--- config.mk ---
export PLATFORM = sky130hd
export DESIGN_NAME = sorted_double_ended_queue_unit_flat
export DESIGN_NICKNAME = d
export VERILOG_FILES = /design/src/rtl/sdq_pkg.sv /design/src/rtl/sdq_if.sv /design/src/rtl/sorted_double_ended_queue_unit.sv /design/src/rtl/sdq_datapath.sv /design/src/rtl/sdq_ctrl.sv /design/src/flat_wrapper.sv
export SDC_FILE = /design/constraint.sdc
export NUM_CORES = 1
export LEC_CHECK = 0
export BUFFER_PORTS_ARGS = -buffer_cell sky130_fd_sc_hd__buf_2
export CAP_MARGIN = 20
export CORE_MARGIN = 2
export CORE_UTILIZATION = 25
export CTS_BUF_LIST = sky130_fd_sc_hd__clkbuf_8
export CTS_CLUSTER_DIAMETER = 200
export DETAILED_ROUTE_END_ITERATION = 12
export MAX_ROUTING_LAYER = met4
export RECOVER_POWER = 100
export SLEW_MARGIN = 20
export SYNTH_ARGS = -nofsm -noshare
export SYNTH_HDL_FRONTEND = slang
export SYNTH_HIERARCHICAL = 1
export SYNTH_SLANG_ARGS = --single-unit
--- constraint.sdc ---
create_clock -name clk_i -period 7.13 [get_ports clk_i]
set_clock_uncertainty 0.15 [all_clocks]
set_input_delay 2.139 -clock clk_i [delete_from_list [all_inputs] [get_ports clk_i]]
set_output_delay 2.139 -clock clk_i [all_outputs]
set_load 0.01 [all_outputs]
--- src/rtl/sdq_pkg.sv ---
// shared types and constants of the sorted double-ended queue
package sdq_pkg;

  localparam int unsigned VALUE_W  = 32;
  localparam int unsigned STATUS_W = 2;
  localparam int unsigned COUNT_W  = 5;
  localparam int unsigned ACTION_W = 2;

  localparam logic signed [VALUE_W-1:0] MIN_VALUE = {1'b1, {(VALUE_W-1){1'b0}}};

  typedef enum logic [ACTION_W-1:0] {
    ACT_INSERT  = 2'd0,
    ACT_POP_MIN = 2'd1,
    ACT_POP_MAX = 2'd2,
    ACT_CLEAR   = 2'd3
  } action_e;

  typedef enum logic [STATUS_W-1:0] {
    ST_OK    = 2'd0,
    ST_EMPTY = 2'd1,
    ST_FULL  = 2'd2
  } status_e;

  typedef enum logic [2:0] {
    S_IDLE,
    S_INS_SCAN,
    S_INS_HEAD,
    S_POP_HEAD,
    S_POP_SHIFT,
    S_POP_TAIL,
    S_FINISH
  } state_e;

  // read address source: the read address is kept as the pointer
  typedef enum logic [2:0] {
    RD_HOLD,
    RD_TAIL,
    RD_ZERO,
    RD_ONE,
    RD_DEC,
    RD_INC
  } rd_sel_e;

  typedef enum logic [1:0] {
    WR_SHIFT_UP,
    WR_VAL_UP,
    WR_VAL_ZERO,
    WR_SHIFT_DOWN
  } wr_sel_e;

  typedef enum logic [1:0] {
    CNT_HOLD,
    CNT_INC,
    CNT_DEC,
    CNT_CLEAR
  } cnt_op_e;

  typedef enum logic [2:0] {
    RES_HOLD,
    RES_VAL,
    RES_RD,
    RES_MIN,
    RES_ZERO
  } res_sel_e;

  typedef struct packed {
    logic     load_in;
    rd_sel_e  rd_sel;
    logic     wr_en;
    wr_sel_e  wr_sel;
    cnt_op_e  cnt_op;
    res_sel_e res_sel;
    status_e  res_status;
    logic     out_load;
  } ctrl_cmd_t;

  typedef struct packed {
    logic empty;
    logic full;
    logic one;
    logic rd_gt;
    logic ptr_zero;
    logic ptr_last;
  } ctrl_stat_t;

endpackage

--- src/rtl/sdq_if.sv ---
// request and response channel interfaces of the queue

interface sdq_req_if;
  logic                                      valid;
  logic                                      ready;
  logic        [sdq_pkg::ACTION_W-1:0]       action;
  logic signed [sdq_pkg::VALUE_W-1:0]        insert_value;

  modport source (output valid, output action, output insert_value, input ready);
  modport sink   (input valid, input action, input insert_value, output ready);
endinterface

interface sdq_rsp_if;
  logic                                      valid;
  logic                                      ready;
  logic signed [sdq_pkg::VALUE_W-1:0]        result_value;
  logic        [sdq_pkg::STATUS_W-1:0]       status;
  logic        [sdq_pkg::COUNT_W-1:0]        held_count;

  modport source (output valid, output result_value, output status, output held_count,
                  input ready);
  modport sink   (input valid, input result_value, input status, input held_count,
                  output ready);
endinterface

--- src/rtl/sorted_double_ended_queue_unit.sv ---
// top level of the sorted double-ended queue: ascending store with pops at both ends
// one memory read and one write a cycle; an insert walks down from the tail past each held
// value greater than the new one, and a remove-smallest moves every entry above the head down
// the next transaction is taken the cycle after its result is loaded, not before
// reset clears the count and the control state; entry memory is not cleared
module sorted_double_ended_queue_unit #(
  parameter int unsigned DEPTH = 16
) (
  input  logic        clk_i,
  input  logic        rst_ni,
  sdq_req_if.sink     req_i,
  sdq_rsp_if.source   rsp_o
);

  sdq_pkg::ctrl_cmd_t  cmd;
  sdq_pkg::ctrl_stat_t stat;

  sdq_ctrl u_ctrl (
    .clk_i       (clk_i),
    .rst_ni      (rst_ni),
    .in_valid_i  (req_i.valid),
    .in_action_i (sdq_pkg::action_e'(req_i.action)),
    .in_ready_o  (req_i.ready),
    .out_valid_o (rsp_o.valid),
    .out_ready_i (rsp_o.ready),
    .stat_i      (stat),
    .cmd_o       (cmd)
  );

  sdq_datapath #(
    .DEPTH (DEPTH)
  ) u_datapath (
    .clk_i        (clk_i),
    .rst_ni       (rst_ni),
    .in_value_i   (req_i.insert_value),
    .cmd_i        (cmd),
    .stat_o       (stat),
    .out_value_o  (rsp_o.result_value),
    .out_status_o (rsp_o.status),
    .out_count_o  (rsp_o.held_count)
  );

endmodule

--- src/rtl/sdq_datapath.sv ---
// entry memory, pointer, count and result registers of the queue
module sdq_datapath #(
  parameter int unsigned DEPTH = 16
) (
  input  logic                                  clk_i,
  input  logic                                  rst_ni,
  input  logic signed [sdq_pkg::VALUE_W-1:0]    in_value_i,
  input  sdq_pkg::ctrl_cmd_t                    cmd_i,
  output sdq_pkg::ctrl_stat_t                   stat_o,
  output logic signed [sdq_pkg::VALUE_W-1:0]    out_value_o,
  output logic        [sdq_pkg::STATUS_W-1:0]   out_status_o,
  output logic        [sdq_pkg::COUNT_W-1:0]    out_count_o
);

  localparam int unsigned AW       = $clog2(DEPTH);
  localparam int unsigned CW       = $clog2(DEPTH + 1);
  localparam int unsigned VW       = sdq_pkg::VALUE_W;
  localparam int unsigned OUT_CNTW = sdq_pkg::COUNT_W;

  logic signed [VW-1:0] mem_q [DEPTH];
  logic signed [VW-1:0] rd_q;
  logic        [AW-1:0] ptr_q;
  logic        [AW-1:0] raddr;
  logic        [AW-1:0] waddr;
  logic        [AW-1:0] tail;
  logic signed [VW-1:0] wdata;
  logic        [CW-1:0] count_q, count_d;
  logic signed [VW-1:0] val_q;
  logic signed [VW-1:0] res_q, res_d;
  sdq_pkg::status_e     res_status_q, res_status_d;
  logic signed [VW-1:0] out_value_q;
  sdq_pkg::status_e     out_status_q;
  logic [OUT_CNTW-1:0]  out_count_q;

  assign tail = AW'(count_q - 1'b1);

  // read address select
  always_comb begin
    case (cmd_i.rd_sel)
      sdq_pkg::RD_HOLD: raddr = ptr_q;
      sdq_pkg::RD_TAIL: raddr = tail;
      sdq_pkg::RD_ZERO: raddr = '0;
      sdq_pkg::RD_ONE:  raddr = AW'(1);
      sdq_pkg::RD_DEC:  raddr = ptr_q - 1'b1;
      sdq_pkg::RD_INC:  raddr = ptr_q + 1'b1;
      default:          raddr = ptr_q;
    endcase
  end

  // write address and data select
  always_comb begin
    case (cmd_i.wr_sel)
      sdq_pkg::WR_SHIFT_UP: begin
        waddr = ptr_q + 1'b1;
        wdata = rd_q;
      end
      sdq_pkg::WR_VAL_UP: begin
        waddr = ptr_q + 1'b1;
        wdata = val_q;
      end
      sdq_pkg::WR_VAL_ZERO: begin
        waddr = '0;
        wdata = val_q;
      end
      sdq_pkg::WR_SHIFT_DOWN: begin
        waddr = ptr_q - 1'b1;
        wdata = rd_q;
      end
      default: begin
        waddr = ptr_q;
        wdata = rd_q;
      end
    endcase
  end

  // entry memory, one write and one registered read a cycle
  always_ff @(posedge clk_i) begin
    if (cmd_i.wr_en) begin
      mem_q[waddr] <= wdata;
    end
    rd_q  <= mem_q[raddr];
    ptr_q <= raddr;
  end

  // count update
  always_comb begin
    case (cmd_i.cnt_op)
      sdq_pkg::CNT_HOLD:  count_d = count_q;
      sdq_pkg::CNT_INC:   count_d = count_q + 1'b1;
      sdq_pkg::CNT_DEC:   count_d = count_q - 1'b1;
      sdq_pkg::CNT_CLEAR: count_d = '0;
      default:            count_d = count_q;
    endcase
  end

  always_ff @(posedge clk_i or negedge rst_ni) begin
    if (!rst_ni) begin
      count_q <= '0;
    end else begin
      count_q <= count_d;
    end
  end

  // result value and status of the transaction in progress
  always_comb begin
    res_status_d = res_status_q;
    case (cmd_i.res_sel)
      sdq_pkg::RES_HOLD: res_d = res_q;
      sdq_pkg::RES_VAL:  res_d = val_q;
      sdq_pkg::RES_RD:   res_d = rd_q;
      sdq_pkg::RES_MIN:  res_d = sdq_pkg::MIN_VALUE;
      sdq_pkg::RES_ZERO: res_d = '0;
      default:           res_d = res_q;
    endcase
    if (cmd_i.res_sel != sdq_pkg::RES_HOLD) begin
      res_status_d = cmd_i.res_status;
    end
  end

  // operand and result registers
  always_ff @(posedge clk_i) begin
    if (cmd_i.load_in) begin
      val_q <= in_value_i;
    end
    res_q        <= res_d;
    res_status_q <= res_status_d;
    if (cmd_i.out_load) begin
      out_value_q  <= res_q;
      out_status_q <= res_status_q;
      out_count_q  <= OUT_CNTW'(count_q);
    end
  end

  // status towards the controller
  always_comb begin
    stat_o.empty    = (count_q == '0);
    stat_o.full     = (count_q == CW'(DEPTH));
    stat_o.one      = (count_q == CW'(1));
    stat_o.rd_gt    = (rd_q > val_q);
    stat_o.ptr_zero = (ptr_q == '0);
    stat_o.ptr_last = (ptr_q == tail);
  end

  assign out_value_o  = out_value_q;
  assign out_status_o = out_status_q;
  assign out_count_o  = out_count_q;

endmodule

--- src/rtl/sdq_ctrl.sv ---
// controller state machine of the queue
module sdq_ctrl (
  input  logic                  clk_i,
  input  logic                  rst_ni,
  input  logic                  in_valid_i,
  input  sdq_pkg::action_e      in_action_i,
  output logic                  in_ready_o,
  output logic                  out_valid_o,
  input  logic                  out_ready_i,
  input  sdq_pkg::ctrl_stat_t   stat_i,
  output sdq_pkg::ctrl_cmd_t    cmd_o
);

  sdq_pkg::state_e state_q, state_d;
  logic            out_valid_q, out_valid_d;
  logic            out_free;

  assign out_free = !out_valid_q || out_ready_i;

  // next state
  always_comb begin
    state_d = state_q;
    case (state_q)
      sdq_pkg::S_IDLE: begin
        if (in_valid_i) begin
          case (in_action_i)
            sdq_pkg::ACT_INSERT: begin
              if (stat_i.full) begin
                state_d = sdq_pkg::S_FINISH;
              end else if (stat_i.empty) begin
                state_d = sdq_pkg::S_INS_HEAD;
              end else begin
                state_d = sdq_pkg::S_INS_SCAN;
              end
            end
            sdq_pkg::ACT_POP_MIN: begin
              state_d = stat_i.empty ? sdq_pkg::S_FINISH : sdq_pkg::S_POP_HEAD;
            end
            sdq_pkg::ACT_POP_MAX: begin
              state_d = stat_i.empty ? sdq_pkg::S_FINISH : sdq_pkg::S_POP_TAIL;
            end
            default: state_d = sdq_pkg::S_FINISH;
          endcase
        end
      end
      sdq_pkg::S_INS_SCAN: begin
        if (!stat_i.rd_gt) begin
          state_d = sdq_pkg::S_FINISH;
        end else if (stat_i.ptr_zero) begin
          state_d = sdq_pkg::S_INS_HEAD;
        end
      end
      sdq_pkg::S_INS_HEAD: state_d = sdq_pkg::S_FINISH;
      sdq_pkg::S_POP_HEAD: begin
        state_d = stat_i.one ? sdq_pkg::S_FINISH : sdq_pkg::S_POP_SHIFT;
      end
      sdq_pkg::S_POP_SHIFT: begin
        if (stat_i.ptr_last) begin
          state_d = sdq_pkg::S_FINISH;
        end
      end
      sdq_pkg::S_POP_TAIL: state_d = sdq_pkg::S_FINISH;
      sdq_pkg::S_FINISH: begin
        if (out_free) begin
          state_d = sdq_pkg::S_IDLE;
        end
      end
      default: state_d = sdq_pkg::S_IDLE;
    endcase
  end

  // datapath commands
  always_comb begin
    cmd_o.load_in    = 1'b0;
    cmd_o.rd_sel     = sdq_pkg::RD_HOLD;
    cmd_o.wr_en      = 1'b0;
    cmd_o.wr_sel     = sdq_pkg::WR_SHIFT_UP;
    cmd_o.cnt_op     = sdq_pkg::CNT_HOLD;
    cmd_o.res_sel    = sdq_pkg::RES_HOLD;
    cmd_o.res_status = sdq_pkg::ST_OK;
    cmd_o.out_load   = 1'b0;
    case (state_q)
      sdq_pkg::S_IDLE: begin
        if (in_valid_i) begin
          cmd_o.load_in = 1'b1;
          case (in_action_i)
            sdq_pkg::ACT_INSERT: begin
              cmd_o.rd_sel = sdq_pkg::RD_TAIL;
              if (stat_i.full) begin
                cmd_o.res_sel    = sdq_pkg::RES_MIN;
                cmd_o.res_status = sdq_pkg::ST_FULL;
              end
            end
            sdq_pkg::ACT_POP_MIN: begin
              cmd_o.rd_sel = sdq_pkg::RD_ZERO;
              if (stat_i.empty) begin
                cmd_o.res_sel    = sdq_pkg::RES_MIN;
                cmd_o.res_status = sdq_pkg::ST_EMPTY;
              end
            end
            sdq_pkg::ACT_POP_MAX: begin
              cmd_o.rd_sel = sdq_pkg::RD_TAIL;
              if (stat_i.empty) begin
                cmd_o.res_sel    = sdq_pkg::RES_MIN;
                cmd_o.res_status = sdq_pkg::ST_EMPTY;
              end
            end
            default: begin
              cmd_o.cnt_op  = sdq_pkg::CNT_CLEAR;
              cmd_o.res_sel = sdq_pkg::RES_ZERO;
            end
          endcase
        end
      end
      // walk down from the tail, moving greater entries up by one
      sdq_pkg::S_INS_SCAN: begin
        cmd_o.wr_en = 1'b1;
        if (stat_i.rd_gt) begin
          cmd_o.wr_sel = sdq_pkg::WR_SHIFT_UP;
          cmd_o.rd_sel = sdq_pkg::RD_DEC;
        end else begin
          cmd_o.wr_sel  = sdq_pkg::WR_VAL_UP;
          cmd_o.cnt_op  = sdq_pkg::CNT_INC;
          cmd_o.res_sel = sdq_pkg::RES_VAL;
        end
      end
      sdq_pkg::S_INS_HEAD: begin
        cmd_o.wr_en   = 1'b1;
        cmd_o.wr_sel  = sdq_pkg::WR_VAL_ZERO;
        cmd_o.cnt_op  = sdq_pkg::CNT_INC;
        cmd_o.res_sel = sdq_pkg::RES_VAL;
      end
      sdq_pkg::S_POP_HEAD: begin
        cmd_o.res_sel = sdq_pkg::RES_RD;
        if (stat_i.one) begin
          cmd_o.cnt_op = sdq_pkg::CNT_DEC;
        end else begin
          cmd_o.rd_sel = sdq_pkg::RD_ONE;
        end
      end
      // move every entry above the head down by one
      sdq_pkg::S_POP_SHIFT: begin
        cmd_o.wr_en  = 1'b1;
        cmd_o.wr_sel = sdq_pkg::WR_SHIFT_DOWN;
        if (stat_i.ptr_last) begin
          cmd_o.cnt_op = sdq_pkg::CNT_DEC;
        end else begin
          cmd_o.rd_sel = sdq_pkg::RD_INC;
        end
      end
      sdq_pkg::S_POP_TAIL: begin
        cmd_o.res_sel = sdq_pkg::RES_RD;
        cmd_o.cnt_op  = sdq_pkg::CNT_DEC;
      end
      sdq_pkg::S_FINISH: begin
        cmd_o.out_load = out_free;
      end
      default: begin
        cmd_o.out_load = 1'b0;
      end
    endcase
  end

  // output register valid flag
  always_comb begin
    out_valid_d = out_valid_q;
    if (out_ready_i) begin
      out_valid_d = 1'b0;
    end
    if (cmd_o.out_load) begin
      out_valid_d = 1'b1;
    end
  end

  always_ff @(posedge clk_i or negedge rst_ni) begin
    if (!rst_ni) begin
      state_q     <= sdq_pkg::S_IDLE;
      out_valid_q <= 1'b0;
    end else begin
      state_q     <= state_d;
      out_valid_q <= out_valid_d;
    end
  end

  assign in_ready_o  = (state_q == sdq_pkg::S_IDLE);
  assign out_valid_o = out_valid_q;

endmodule

--- src/flat_wrapper.sv ---
// flat-port wrapper written by rule: the top's interface ports become plain ports
module sorted_double_ended_queue_unit_flat 
#(
  parameter int unsigned DEPTH = 16
)
  (clk_i, rst_ni, req_i_valid, req_i_action, req_i_insert_value, req_i_ready, rsp_o_valid, rsp_o_result_value, rsp_o_status, rsp_o_held_count, rsp_o_ready);
  sdq_req_if req_i_i ();
  sdq_rsp_if rsp_o_i ();
  input  logic clk_i;
  input  logic rst_ni;
  input wire logic [$bits(req_i_i.valid)-1:0] req_i_valid;
  input wire logic [$bits(req_i_i.action)-1:0] req_i_action;
  input wire logic [$bits(req_i_i.insert_value)-1:0] req_i_insert_value;
  output wire logic [$bits(req_i_i.ready)-1:0] req_i_ready;
  output wire logic [$bits(rsp_o_i.valid)-1:0] rsp_o_valid;
  output wire logic [$bits(rsp_o_i.result_value)-1:0] rsp_o_result_value;
  output wire logic [$bits(rsp_o_i.status)-1:0] rsp_o_status;
  output wire logic [$bits(rsp_o_i.held_count)-1:0] rsp_o_held_count;
  input wire logic [$bits(rsp_o_i.ready)-1:0] rsp_o_ready;
  assign req_i_i.valid = req_i_valid;
  assign req_i_i.action = req_i_action;
  assign req_i_i.insert_value = req_i_insert_value;
  assign req_i_ready = req_i_i.ready;
  assign rsp_o_valid = rsp_o_i.valid;
  assign rsp_o_result_value = rsp_o_i.result_value;
  assign rsp_o_status = rsp_o_i.status;
  assign rsp_o_held_count = rsp_o_i.held_count;
  assign rsp_o_i.ready = rsp_o_ready;
  sorted_double_ended_queue_unit #(.DEPTH(DEPTH)) u_core (.clk_i(clk_i), .rst_ni(rst_ni), .req_i(req_i_i), .rsp_o(rsp_o_i));
endmodule
==> reports/metrics.sh, run 1 <==
CTS.SINK_COUNT=662
ASYNCSETRESETFLOPFRACSYNTH=0.0136
DRTANTENNAVIOLNETS=0
SLEW_HEADROOM=-0.441
WORST_SETUP_PATH_END_KIND='flop'
WORSTHOLDENDPOINT='u_core/u_datapath/out_value_o[31]'
ROWS=122
MIN_PERIOD_NS=6.45
DESIGN.CORE.AREA_UM2=111000
WORST-PATH-MAX-FANOUT=86
INITIALDRTVIOLATIONCOUNT=1654
CTS.CLK_SLEW.WORST_PATHS_NS=0.07
CTS_SETUP_BUFFERS=0
CTS_HOLD_BUFFERS=0
HOLD_PATH.STARTPOINT='u_core/u_datapath/res_q[31]'
DIEHEIGHT_UM=337
CTSRESIZECOUNT=0
SYNTHTOLAYOUTAREAGROWTH_PCT=14.9
SYNTH_ENABLE_FLOP_CELLS=617
POST_SYNTH_INST_COUNT=1800
REQUIRED_TIME_AT_THE_WORST_SLACK_ENDPOINT_NS=7.57
YS.WARNINGS.COUNT=6
HOLD_PATH_DEPTH=0
CLK_ROOT_BUFFER_CELL='clkbuf_8'
SYNTH_TOP_AREA_CELL='edfxtp_1'
TIMING.RR.END='u_core/u_datapath/rd_q[15]'
CTS_BUFFERS=96
STARTPOINT='u_core/u_datapath/val_q[7]'
H_TREE_LEVELS=3
IO_BUFFER_COUNT=78
TIMING.FMAX_MHz=155
CTS_TREE='built'
CLOCK_PATH_BUFFERS=3
GLOBAL_ROUTE_WIRE_LENGTH_BEFORE_REPAIR_UM=109000
DPL.HPWL_UM=39800
SYNTH-SEQ-AREA-SHARE=0.701
DR.PASS1.ITERS=5
OUTCOME='complete, but fails checks'
CRITICAL_PATH_ARRIVAL_NS=6.89
NETLIST.AREA_LEADER.SHARE=0.667
DIE_W_UM=337
WORSTSKEWPAIRLATENCY_NS=0.72
DRIVE_GT1_FRAC=0.139
CRITICAL_PATH.REG2REG.STARTPOINT='u_core/u_datapath/val_q[7]'
OVERALL_ROUTED_NET_LENGTH_UM=73000
POSTSYNTH.TOPFLOPCELL='edfxtp_1'
WORST_SLEW_PIN_SLEW_NS=2.16
FAILING_CHECKS='max-capacitance violations, max-slew violations'
PERIOD_SHARE=0.905
FP.DIEAREA_UM2=114000
DP_WORST_SETUP_SLACK_NS=0.916
RSZ0062_AT_GRT='false'
FINALMAXSLEWVIOLATIONS=194
POST_SYNTH_NUM_CELL_TYPES=62
LAYOUT.CORE_UTILIZATION=0.289
SETUP.WORST_PATH.CLASS='flop to flop'
WORST-R2R-CELL-COUNT=15
INITIAL_UTILIZATION=0.251
MAXIMUM_NUMBER_OF_PINS_ON_ONE_NET_BEFORE_GLOBAL_ROUTE_REPAIR=181
POSTSYNTHAREAPERCELL_UM2=15.4
POST_DRT_WL_PER_CELL_UM=21.0
MAX-CAP-VIOLATIONS=6
SYNTH.AREA.TOP_CELLS='edfxtp_1 67%, mux2i_1 4.8%, a2111oi_0 4.1%, a221oi_1 3.1%, and3_1 3.0%'
SYNTHESIS.AREA_UM2=27800
REGISTER_TO_REGISTER_PATH_SETUP_SLACK_NS=0.68
VIAS_IN_THE_FIRST_GLOBAL_ROUTE=17100
TIMING.FINAL.WS_SETUP_NS=0.679
POSTSYNTHNETCOUNT=1884
TNS_NS=0
FINALWEIGHTEDCONGESTION=0.818
TIMING.FINAL.HOLD_VIOLATIONS=0
FINAL_NET_COUNT=1981
MIN-DELAY-PATH-CLASS='flop to flop'
DR_TOTAL_VIAS=16900
IO_PINS=79
ANTENNA_FOUND_INITIAL=1
SYNTH_SEQ_CELLS=662
DRCVIOLATIONCOUNT=0
GRT.OVERFLOW.TOTAL=0
CRITPATHLAUNCHTYPE='flop'
FINALSETUPVIOLCOUNT=0
ROUTE.DETAILED.VIAS_PER_INST=4.87
TOTAL_ROUTING_USAGE_REPORTED_BY_GLOBAL_ROUTING=0.130
[final cells by class]
cell class | instances | area (um^2)
fill | 11000 | 78600
sequential | 662 | 19500
antenna | 1 | 2.50
inverter | 54 | 203
clock buffer | 114 | 1570
clock inverter | 68 | 460
tap | 1488 | 1860
multi-input combinational | 928 | 7480
timing repair buffer | 155 | 873
[synthesized netlist by cell type, drive strengths merged (32+ instances only)]
cell,n
inv,54
nor2,46
ha,46
and3,133
clkbuf,93
edfxtp,617
o21ai,48
a221oi,128
buf,63
or4,32
nand2,48
dfxtp,36
mux2i,132
a2111oi,129
[worst max path at each step]
stage / end / slack (ns)
final: u_core/u_datapath/rd_q[15] / 0.68
after global routing: u_core/u_datapath/mem_q[14][19] / 0.27
after CTS: u_core/u_datapath/rd_q[26] / 0.96
after detailed placement: u_core/u_datapath/rd_q[1] / 0.92
after global placement: u_core/u_datapath/rd_q[1] / 0.93
after floorplan: u_core/u_datapath/res_q[0] / 1.78
[critical path, stage by stage, from the launching register on]
cell	delay (ns)
edfxtp_1	0.43
inv_1	0.15
ha_1	0.29
nor2b_1	0.16
a2111oi_0	0.48
a211oi_1	0.23
o41ai_1	0.58
a21oi_1	0.36
a21oi_1	0.21
nor2_1	0.15
o31ai_1	0.60
a211o_4	0.65
buf_6	0.72
mux2i_1	0.29
a2111oi_0	0.13
or4_1	0.54
[state kept, by name (all words and copies together) (netlist names)]
signal / cells
u_core/u_ctrl/out_valid_o: 1
u_core/u_ctrl/state_q: 3
u_core/u_datapath/count_q: 5
u_core/u_datapath/mem_q: 512
u_core/u_datapath/out_count_o: 5
u_core/u_datapath/out_status_o: 2
u_core/u_datapath/out_value_o: 32
u_core/u_datapath/ptr_q: 4
u_core/u_datapath/rd_q: 32
u_core/u_datapath/res_q: 32
u_core/u_datapath/res_status_q: 2
u_core/u_datapath/val_q: 32
[kinds of logic after synthesis]
| kind of cell | share of synthesized area |
|---|---|
| flip-flops | 0.701 |
| XOR/XNOR | 0.00315 |
| multiplexers | 0.0484 |
| adder cells (fa/ha/maj) | 0.0207 |
| AO/OA/AOI/OAI | 0.125 |
| AND/OR/NAND/NOR | 0.0669 |
| buffers and inverters | 0.0350 |
[metal layers]
metal / global-route usage / vias to the layer above / part of all wire
met5: - / - / 0
met1: 0.156 / 8595 / 0.41
met2: 0.221 / 607 / 0.51
met4: 0.0499 / 0 / 0.029
li1: - / 7571 / -
met3: 0.0164 / 124 / 0.057
[stage by stage]
| stage | area [um^2] | instances | hold WS, ns |
|---|---|---|---|
| CTS | 32200 | 3469 | 0.262 |
| floorplan | 27800 | 1800 | 0.250 |
| finish | 31900 | 3470 | 0.262 |
| global placement | 30200 | 3287 | 0.251 |
| detailed placement | 30200 | 3287 | 0.255 |
| global route | 31900 | 3470 | 0.265 |
[cells in the final DEF (no fill, tap or decap), types with 32 or more instances in the layout]
master and n:
edfxtp_1 617, nand2_1 47, and3_1 133, a2111oi_0 129, or4_1 32, clkbuf_8 114
ha_1 46, mux2i_1 132, o21ai_0 48, dfxtp_1 36, a221oi_1 97, clkbuf_1 81
inv_1 79
Power of run 1 is left out: the tool's default activity adds up to more than one toggle a clock period on the data nets, which glitch-free logic cannot reach.
==> run 2: changes to the inputs <==
--- a/config.mk
+++ b/config.mk
@@ -12,8 +12,11 @@
 export CTS_BUF_LIST = sky130_fd_sc_hd__clkbuf_8
 export CTS_CLUSTER_DIAMETER = 200
 export DETAILED_ROUTE_END_ITERATION = 12
+export GPL_TIMING_DRIVEN = 0
 export MAX_ROUTING_LAYER = met4
 export RECOVER_POWER = 100
+export REMOVE_ABC_BUFFERS = 1
+export SKIP_LAST_GASP = 1
 export SLEW_MARGIN = 20
 export SYNTH_ARGS = -nofsm -noshare
 export SYNTH_HDL_FRONTEND = slang
==> reports/metrics.sh, run 2 (synthesis gave the netlist of run 1 again) <==
CTS.CLK_SLEW.WORST_PATHS_NS=0.06  # about the same
OUTCOME='complete, but fails checks'
IO_PINS=79  # unchanged
FINAL_NET_COUNT=1988  # +0.35%
TIMING.CRITICAL_PATH.CELLS='inv_1 -> ha_1 -> a21oi_1 -> nor2b_1 -> o21ai_0 -> a21oi_1 -> o41ai_1 -> a21oi_1 -> nor2_1 -> mux2i_1 -> nor2_1 -> ha_1 -> nor4b_1 -> a211oi_1 -> a21oi_1 -> a21oi_1 -> or2_0 -> nor2_1 -> clkbuf_2 -> buf_16'
LAYOUT.CORE_UTILIZATION=0.295  # +0.00587
TIMING.FMAX_MHz=151  # -2.6%
TOTAL_ROUTING_USAGE_REPORTED_BY_GLOBAL_ROUTING=0.138  # +0.00893
WORST-R2R-CELL-COUNT=20  # +5
INITIAL_UTILIZATION=0.251  # unchanged
SLEW_HEADROOM=-0.309  # +0.133
CTSRESIZECOUNT=0  # unchanged
DRTANTENNAVIOLNETS=0  # unchanged
MOST_COMMON_CELL_AFTER_LAYOUT_FILL_AND_TAPS_ASIDE='edfxtp_1'
SETUP.WORST_PATH.CLASS='flop to flop'
WORSTHOLDENDPOINT='u_core/u_datapath/out_value_o[17]'
TIMING.FINAL.HOLD_VIOLATIONS=0  # unchanged
CRITICAL_PATH.REG2REG.STARTPOINT='u_core/u_datapath/val_q[8]'
LARGEST-REGISTER='u_core/u_datapath/mem_q'
WORST_SETUP_PATH_END_KIND='flop'
DR.PASS1.ITERS=5  # unchanged
MIN-DELAY-PATH-CLASS='flop to flop'
DIE_W_UM=337  # unchanged
ROUTE.DETAILED.VIAS_PER_INST=4.97  # +2.1%
ANTENNA_FOUND_INITIAL=2  # +1
SLOWEST_DELAY_NS=0.77  # +0.05 ns
CLK_ROOT_BUFFER_CELL='clkbuf_8'
FINALWEIGHTEDCONGESTION=0.806  # -1.5%
VIAS_IN_THE_FIRST_GLOBAL_ROUTE=17100  # -0.39%
GRT.OVERFLOW.TOTAL=0  # unchanged
SEQUENTIAL_CELL_AREA_UM2=19500  # unchanged
CRITPATHLAUNCHTYPE='flop'
REQUIRED_TIME_AT_THE_WORST_SLACK_ENDPOINT_NS=7.40  # -0.17 ns
OVERALL_ROUTED_NET_LENGTH_UM=77700  # +6.4%
DRCVIOLATIONCOUNT=0  # unchanged
MAXIMUM_NUMBER_OF_PINS_ON_ONE_NET_BEFORE_GLOBAL_ROUTE_REPAIR=68  # -62%
GLOBAL_ROUTE_WIRE_LENGTH_BEFORE_REPAIR_UM=114000  # +5.0%
CPMAXSTAGEDELAYCELL='nor2_1'
DESIGN.CORE.AREA_UM2=111000  # unchanged
AREA_OF_ALL_PLACED_CELLS_WITHOUT_FILLERS_UM2=32600  # +2.0%
MOSTFREQUENTLAYOUTCELLS='617 x edfxtp_1, 133 x and3_1, 132 x mux2i_1'
CTS_SETUP_BUFFERS=0  # unchanged
CTS.SINK_COUNT=662  # unchanged
MULTI_INPUT_AREA_UM2=7390  # -1.2%
FINALSETUPVIOLCOUNT=0  # unchanged
REGISTER_TO_REGISTER_PATH_SETUP_SLACK_NS=0.51  # -0.17 ns
FP.DIEAREA_UM2=114000  # unchanged
DPL.HPWL_UM=49100  # +23%
CLOCK_PATH_BUFFERS=3  # unchanged
WORST_SLEW_PIN_SLEW_NS=1.96  # -0.206 ns
IO_BUFFER_COUNT=78  # unchanged
H_TREE_LEVELS=3  # unchanged
CTS_TREE='built'
PERIOD_SHARE=0.929  # +0.0244
CRITICAL_PATH_ARRIVAL_NS=6.90  # about the same
RSZ0062_AT_GRT='false'
DR_TOTAL_VIAS=17300  # +2.4%
DETAILED_PLACE.AREA_UM2=31200  # +3.4%
DRIVE_GT1_FRAC=0.131  # -0.00823
SYNTHTOLAYOUTAREAGROWTH_PCT=17.2
ROWS=122  # unchanged
FILLERS=11100  # +0.17%
WORSTSKEWPAIRLATENCY_NS=0.73  # about the same
FAILING_CHECKS='max-capacitance violations, max-slew violations'
LARGEST_REGISTER_FFS=512  # unchanged
MAX-CAP-VIOLATIONS=22  # +16
TIMING.RR.END='u_core/u_datapath/mem_q[15][5]'
DIEHEIGHT_UM=337  # unchanged
FINALMAXSLEWVIOLATIONS=261  # +35%
CTS_HOLD_BUFFERS=0  # unchanged
HOLD_PATH.STARTPOINT='u_core/u_datapath/res_q[17]'
POST_DRT_WL_PER_CELL_UM=22.3  # +6.1%
CRITICAL_PATH.MOST_COMMON_CELL='a21oi_1'
INITIALDRTVIOLATIONCOUNT=1684  # +1.8%
CTS_BUFFERS=101  # +5.2%
WORST-PATH-MAX-FANOUT=15  # -83%
TNS_NS=0  # unchanged
MIN_PERIOD_NS=6.62  # +0.174 ns
FIN_WORST_HOLD_SLACK_NS=0.268  # +0.00607 ns
HOLD_PATH_DEPTH=0  # unchanged
## run 2: worst max-delay path by stage
stage               depth (start not counted)  slack [ns]                   startpoint                              to
global placement                            9      -12.84                  req_i_valid      u_core/u_datapath/rd_q[27]
floorplan                                   7       -5.67                  req_i_valid       u_core/u_datapath/rd_q[0]
CTS                                        18        0.79  u_core/u_datapath/val_q[14]       u_core/u_datapath/rd_q[7]
finish                                     20        0.51   u_core/u_datapath/val_q[8]  u_core/u_datapath/mem_q[15][5]
detailed placement                         12        0.23                  req_i_valid       u_core/u_datapath/rd_q[7]
global route                               20        0.29   u_core/u_datapath/val_q[9]  u_core/u_datapath/mem_q[15][9]
## run 2: per-stage QoR
step | worst slack, ns | instances
detailed placement | 0.227 | 3289
CTS | 0.794 | 3479
finish | 0.505 | 3480
floorplan | -5.67 | 1644
global route | 0.285 | 3480
global placement | -12.84 | 3210
## run 2: final cells by class
class	count	share of cell area
diodes	1	0.0000768
clock buffers	115	0.0486
clock inverters	75	0.0132
inverters	54	0.00638
multi-input cells	928	0.227
flip-flops and latches	662	0.598
well taps	1488	0.0572
repair buffers	157	0.0498
## run 2: layer usage
metal,track usage,part of all wire,vias up
met4,0.0317,0.020,0
li1,-,-,7590
met3,0.0264,0.076,119
met1,0.192,0.45,8840
met5,-,0,-
met2,0.209,0.46,751
## run 2: critical path, delay by kind of cell (launching register included)
kind,cells,cell delay (ns)
adder cells (fa/ha/maj),2,0.72
AND/OR/NAND/NOR,6,1.83
buffers and inverters,3,1.00
multiplexers,1,0.10
AO/OA/AOI/OAI,8,2.07
flip-flops,1,0.43
Power of run 2 is left out for the same reason.
==> run 3: changes to the inputs <==
--- a/config.mk
+++ b/config.mk
@@ -15,7 +15,6 @@
 export GPL_TIMING_DRIVEN = 0
 export MAX_ROUTING_LAYER = met4
 export RECOVER_POWER = 100
-export REMOVE_ABC_BUFFERS = 1
 export SKIP_LAST_GASP = 1
 export SLEW_MARGIN = 20
 export SYNTH_ARGS = -nofsm -noshare
==> reports/metrics.sh, run 3 (synthesis gave the netlist of run 1 again) <==
H_TREE_LEVELS=3  # unchanged
SETUP.WORST_PATH.CLASS='flop to flop'
CTS_BUFFERS=102  # +0.99%
ROWS=122  # unchanged
LAYOUT.CORE_UTILIZATION=0.291  # -0.00346
ANTENNA_FOUND_INITIAL=3  # +1
MOST_COMMON_CELL_AFTER_LAYOUT_FILL_AND_TAPS_ASIDE='edfxtp_1'
IO_PINS=79  # unchanged
WORST_SLEW_PIN_SLEW_NS=2.37  # +0.414 ns
TIMING.CRITICAL_PATH.CELLS='ha_1 -> and3_1 -> nand4_1 -> a211oi_1 -> o41ai_1 -> clkbuf_1 -> a21oi_1 -> nor2_1 -> mux2i_1 -> nor2_1 -> ha_1 -> nor4b_1 -> a211oi_1 -> a21oi_1 -> a21oi_1 -> nand2_1 -> nor2_1 -> buf_16'
AREA_OF_ALL_PLACED_CELLS_WITHOUT_FILLERS_UM2=32200  # -1.2%
MAXIMUM_NUMBER_OF_PINS_ON_ONE_NET_BEFORE_GLOBAL_ROUTE_REPAIR=40  # -41%
TIMING.FINAL.HOLD_VIOLATIONS=0  # unchanged
FINALMAXSLEWVIOLATIONS=406  # +56%
CTS_SETUP_BUFFERS=0  # unchanged
WORSTSKEWPAIRLATENCY_NS=0.74  # about the same
IO_BUFFER_COUNT=78  # unchanged
FINALWEIGHTEDCONGESTION=0.875  # +8.5%
DRCVIOLATIONCOUNT=0  # unchanged
REQUIRED_TIME_AT_THE_WORST_SLACK_ENDPOINT_NS=7.38  # -0.02 ns
TOTAL_ROUTING_USAGE_REPORTED_BY_GLOBAL_ROUTING=0.141  # +0.00286
POST_DRT_WL_PER_CELL_UM=22.1  # -0.93%
CTSRESIZECOUNT=0  # unchanged
CTS_TREE='built'
OUTCOME='complete, but fails checks'
FAILING_CHECKS='max-capacitance violations, max-slew violations'
ROUTE.DETAILED.VIAS_PER_INST=4.86  # -2.1%
SLOWEST_DELAY_NS=1.48  # +0.71 ns
CLOCK_PATH_BUFFERS=3  # unchanged
DR_TOTAL_VIAS=17500  # +1.1%
LARGEST-REGISTER='u_core/u_datapath/mem_q'
GRT.OVERFLOW.TOTAL=0  # unchanged
MIN_PERIOD_NS=6.52  # -0.106 ns
LARGEST_REGISTER_FFS=512  # unchanged
CP_TOP_FAMILY='simple AND/OR/NAND/NOR gates'
VIAS_IN_THE_FIRST_GLOBAL_ROUTE=17500  # +2.6%
GLOBAL_ROUTE_WIRE_LENGTH_BEFORE_REPAIR_UM=116000  # +1.2%
MIN-DELAY-PATH-CLASS='flop to flop'
TIMING.CRITICAL_PATH.BUF_INV=2  # -1
INITIAL_UTILIZATION=0.251  # unchanged
SYNTHTOLAYOUTAREAGROWTH_PCT=15.8
DRTANTENNAVIOLNETS=0  # unchanged
REGISTER_TO_REGISTER_PATH_SETUP_SLACK_NS=0.61  # +0.11 ns
DP_WORST_SETUP_SLACK_NS=0.575  # +0.348 ns
CTS_HOLD_BUFFERS=0  # unchanged
FINALSETUPVIOLCOUNT=0  # unchanged
CRITICAL_PATH_ARRIVAL_NS=6.77  # -0.13 ns
TIMING.FMAX_MHz=153  # +1.6%
CTS.CLK_SLEW.WORST_PATHS_NS=0.06  # about the same
FINAL_NET_COUNT=2104  # +5.8%
PERIOD_SHARE=0.914  # -0.0149
FP.DIEAREA_UM2=114000  # unchanged
MOSTFREQUENTLAYOUTCELLS='617 x edfxtp_1, 181 x clkbuf_1, 133 x and3_1'
CRITPATHLAUNCHTYPE='flop'
INITIALDRTVIOLATIONCOUNT=1774  # +5.3%
SLEW_HEADROOM=-0.596  # -0.288
FILLERS=11200  # +1.2%
DIEHEIGHT_UM=337  # unchanged
TIMING.FINAL.WS_SETUP_NS=0.612  # +0.106 ns
DRIVE_GT1_FRAC=0.123  # -0.00858
CLK_ROOT_BUFFER_CELL='clkbuf_8'
DPL.HPWL_UM=55700  # +13%
OVERALL_ROUTED_NET_LENGTH_UM=79500  # +2.3%
WORST-PATH-MAX-FANOUT=17  # +2
MAX-CAP-VIOLATIONS=24  # +9.1%
DIE_W_UM=337  # unchanged
DETAILED_PLACE.AREA_UM2=30800  # -1.1%
DR.PASS1.ITERS=7  # +2
CTS.SINK_COUNT=662  # unchanged
RSZ0062_AT_GRT='false'
WORST_SETUP_PATH_END_KIND='flop'
DESIGN.CORE.AREA_UM2=111000  # unchanged
CPMAXSTAGEDELAYCELL='nor2_1'
## run 3: cell count changes in the layout (fill, tap and decap cells not counted), sizes merged
cell      delta
buf         +15
bufinv       -2
clkbuf      +88
clkinv      +17
clkinvlp     +1
inv          -4
## run 3: through the flow
| stage | std cells | setup TNS [ns] | hold slack [ns] |
|---|---|---|---|
| 4_1_cts | 3594 | 0 | 0.250 |
| 2_1_floorplan | 1800 | 0 | 0.250 |
| 3_3_place_gp | 3366 | -409.81 | 0.252 |
| 3_5_place_dp | 3404 | 0 | 0.255 |
| 5_1_grt | 3595 | 0 | 0.269 |
| 6_report | 3595 | 0 | 0.263 |
## run 3: worst paths after layout
path,endpoint,cells after the start,start
setup / recovery,u_core/u_datapath/mem_q[1][9],18,u_core/u_datapath/rd_q[15]
hold / removal,u_core/u_datapath/out_value_o[25],0,u_core/u_datapath/res_q[25]
setup reg to reg,u_core/u_datapath/mem_q[1][9],18,u_core/u_datapath/rd_q[15]
hold reg to reg,u_core/u_datapath/out_value_o[25],0,u_core/u_datapath/res_q[25]
max in group asynchronous,u_core/u_datapath/count_q[3],1,rst_ni
min in group asynchronous,u_core/u_datapath/count_q[1],1,rst_ni
## run 3: cell type report
type,count,area [um^2],area share
diodes,1,2.50,0.0000777
inverters,54,203,0.00630
clock buffers,103,1420,0.0440
repair buffers,116,681,0.0211
flip-flops and latches,662,19500,0.605
clock inverters,87,412,0.0128
well taps,1488,1860,0.0578
plain buffers,156,762,0.0237
multi-input cells,928,7380,0.229
## run 3: worst register-to-register path: stages (launching register included)
cell and delay (ns):
dfxtp_1 0.40, ha_1 0.34, and3_1 0.19, nand4_1 0.24
a211oi_1 0.55, o41ai_1 0.13, clkbuf_1 0.24, a21oi_1 0.56
nor2_1 0.09, mux2i_1 0.15, nor2_1 0.07, ha_1 0.26
nor4b_1 0.18, a211oi_1 0.28, a21oi_1 0.07, a21oi_1 0.28
nand2_1 0.25, nor2_1 1.48, buf_16 0.25
## run 3: routing by layer
layer,up-vias,part of all wire,global-route usage
met3,168,0.082,0.0221
met5,-,0,-
met2,803,0.48,0.232
met4,0,0.034,0.0556
met1,8702,0.40,0.175
li1,7815,-,-
Power of run 3 is left out for the same reason.
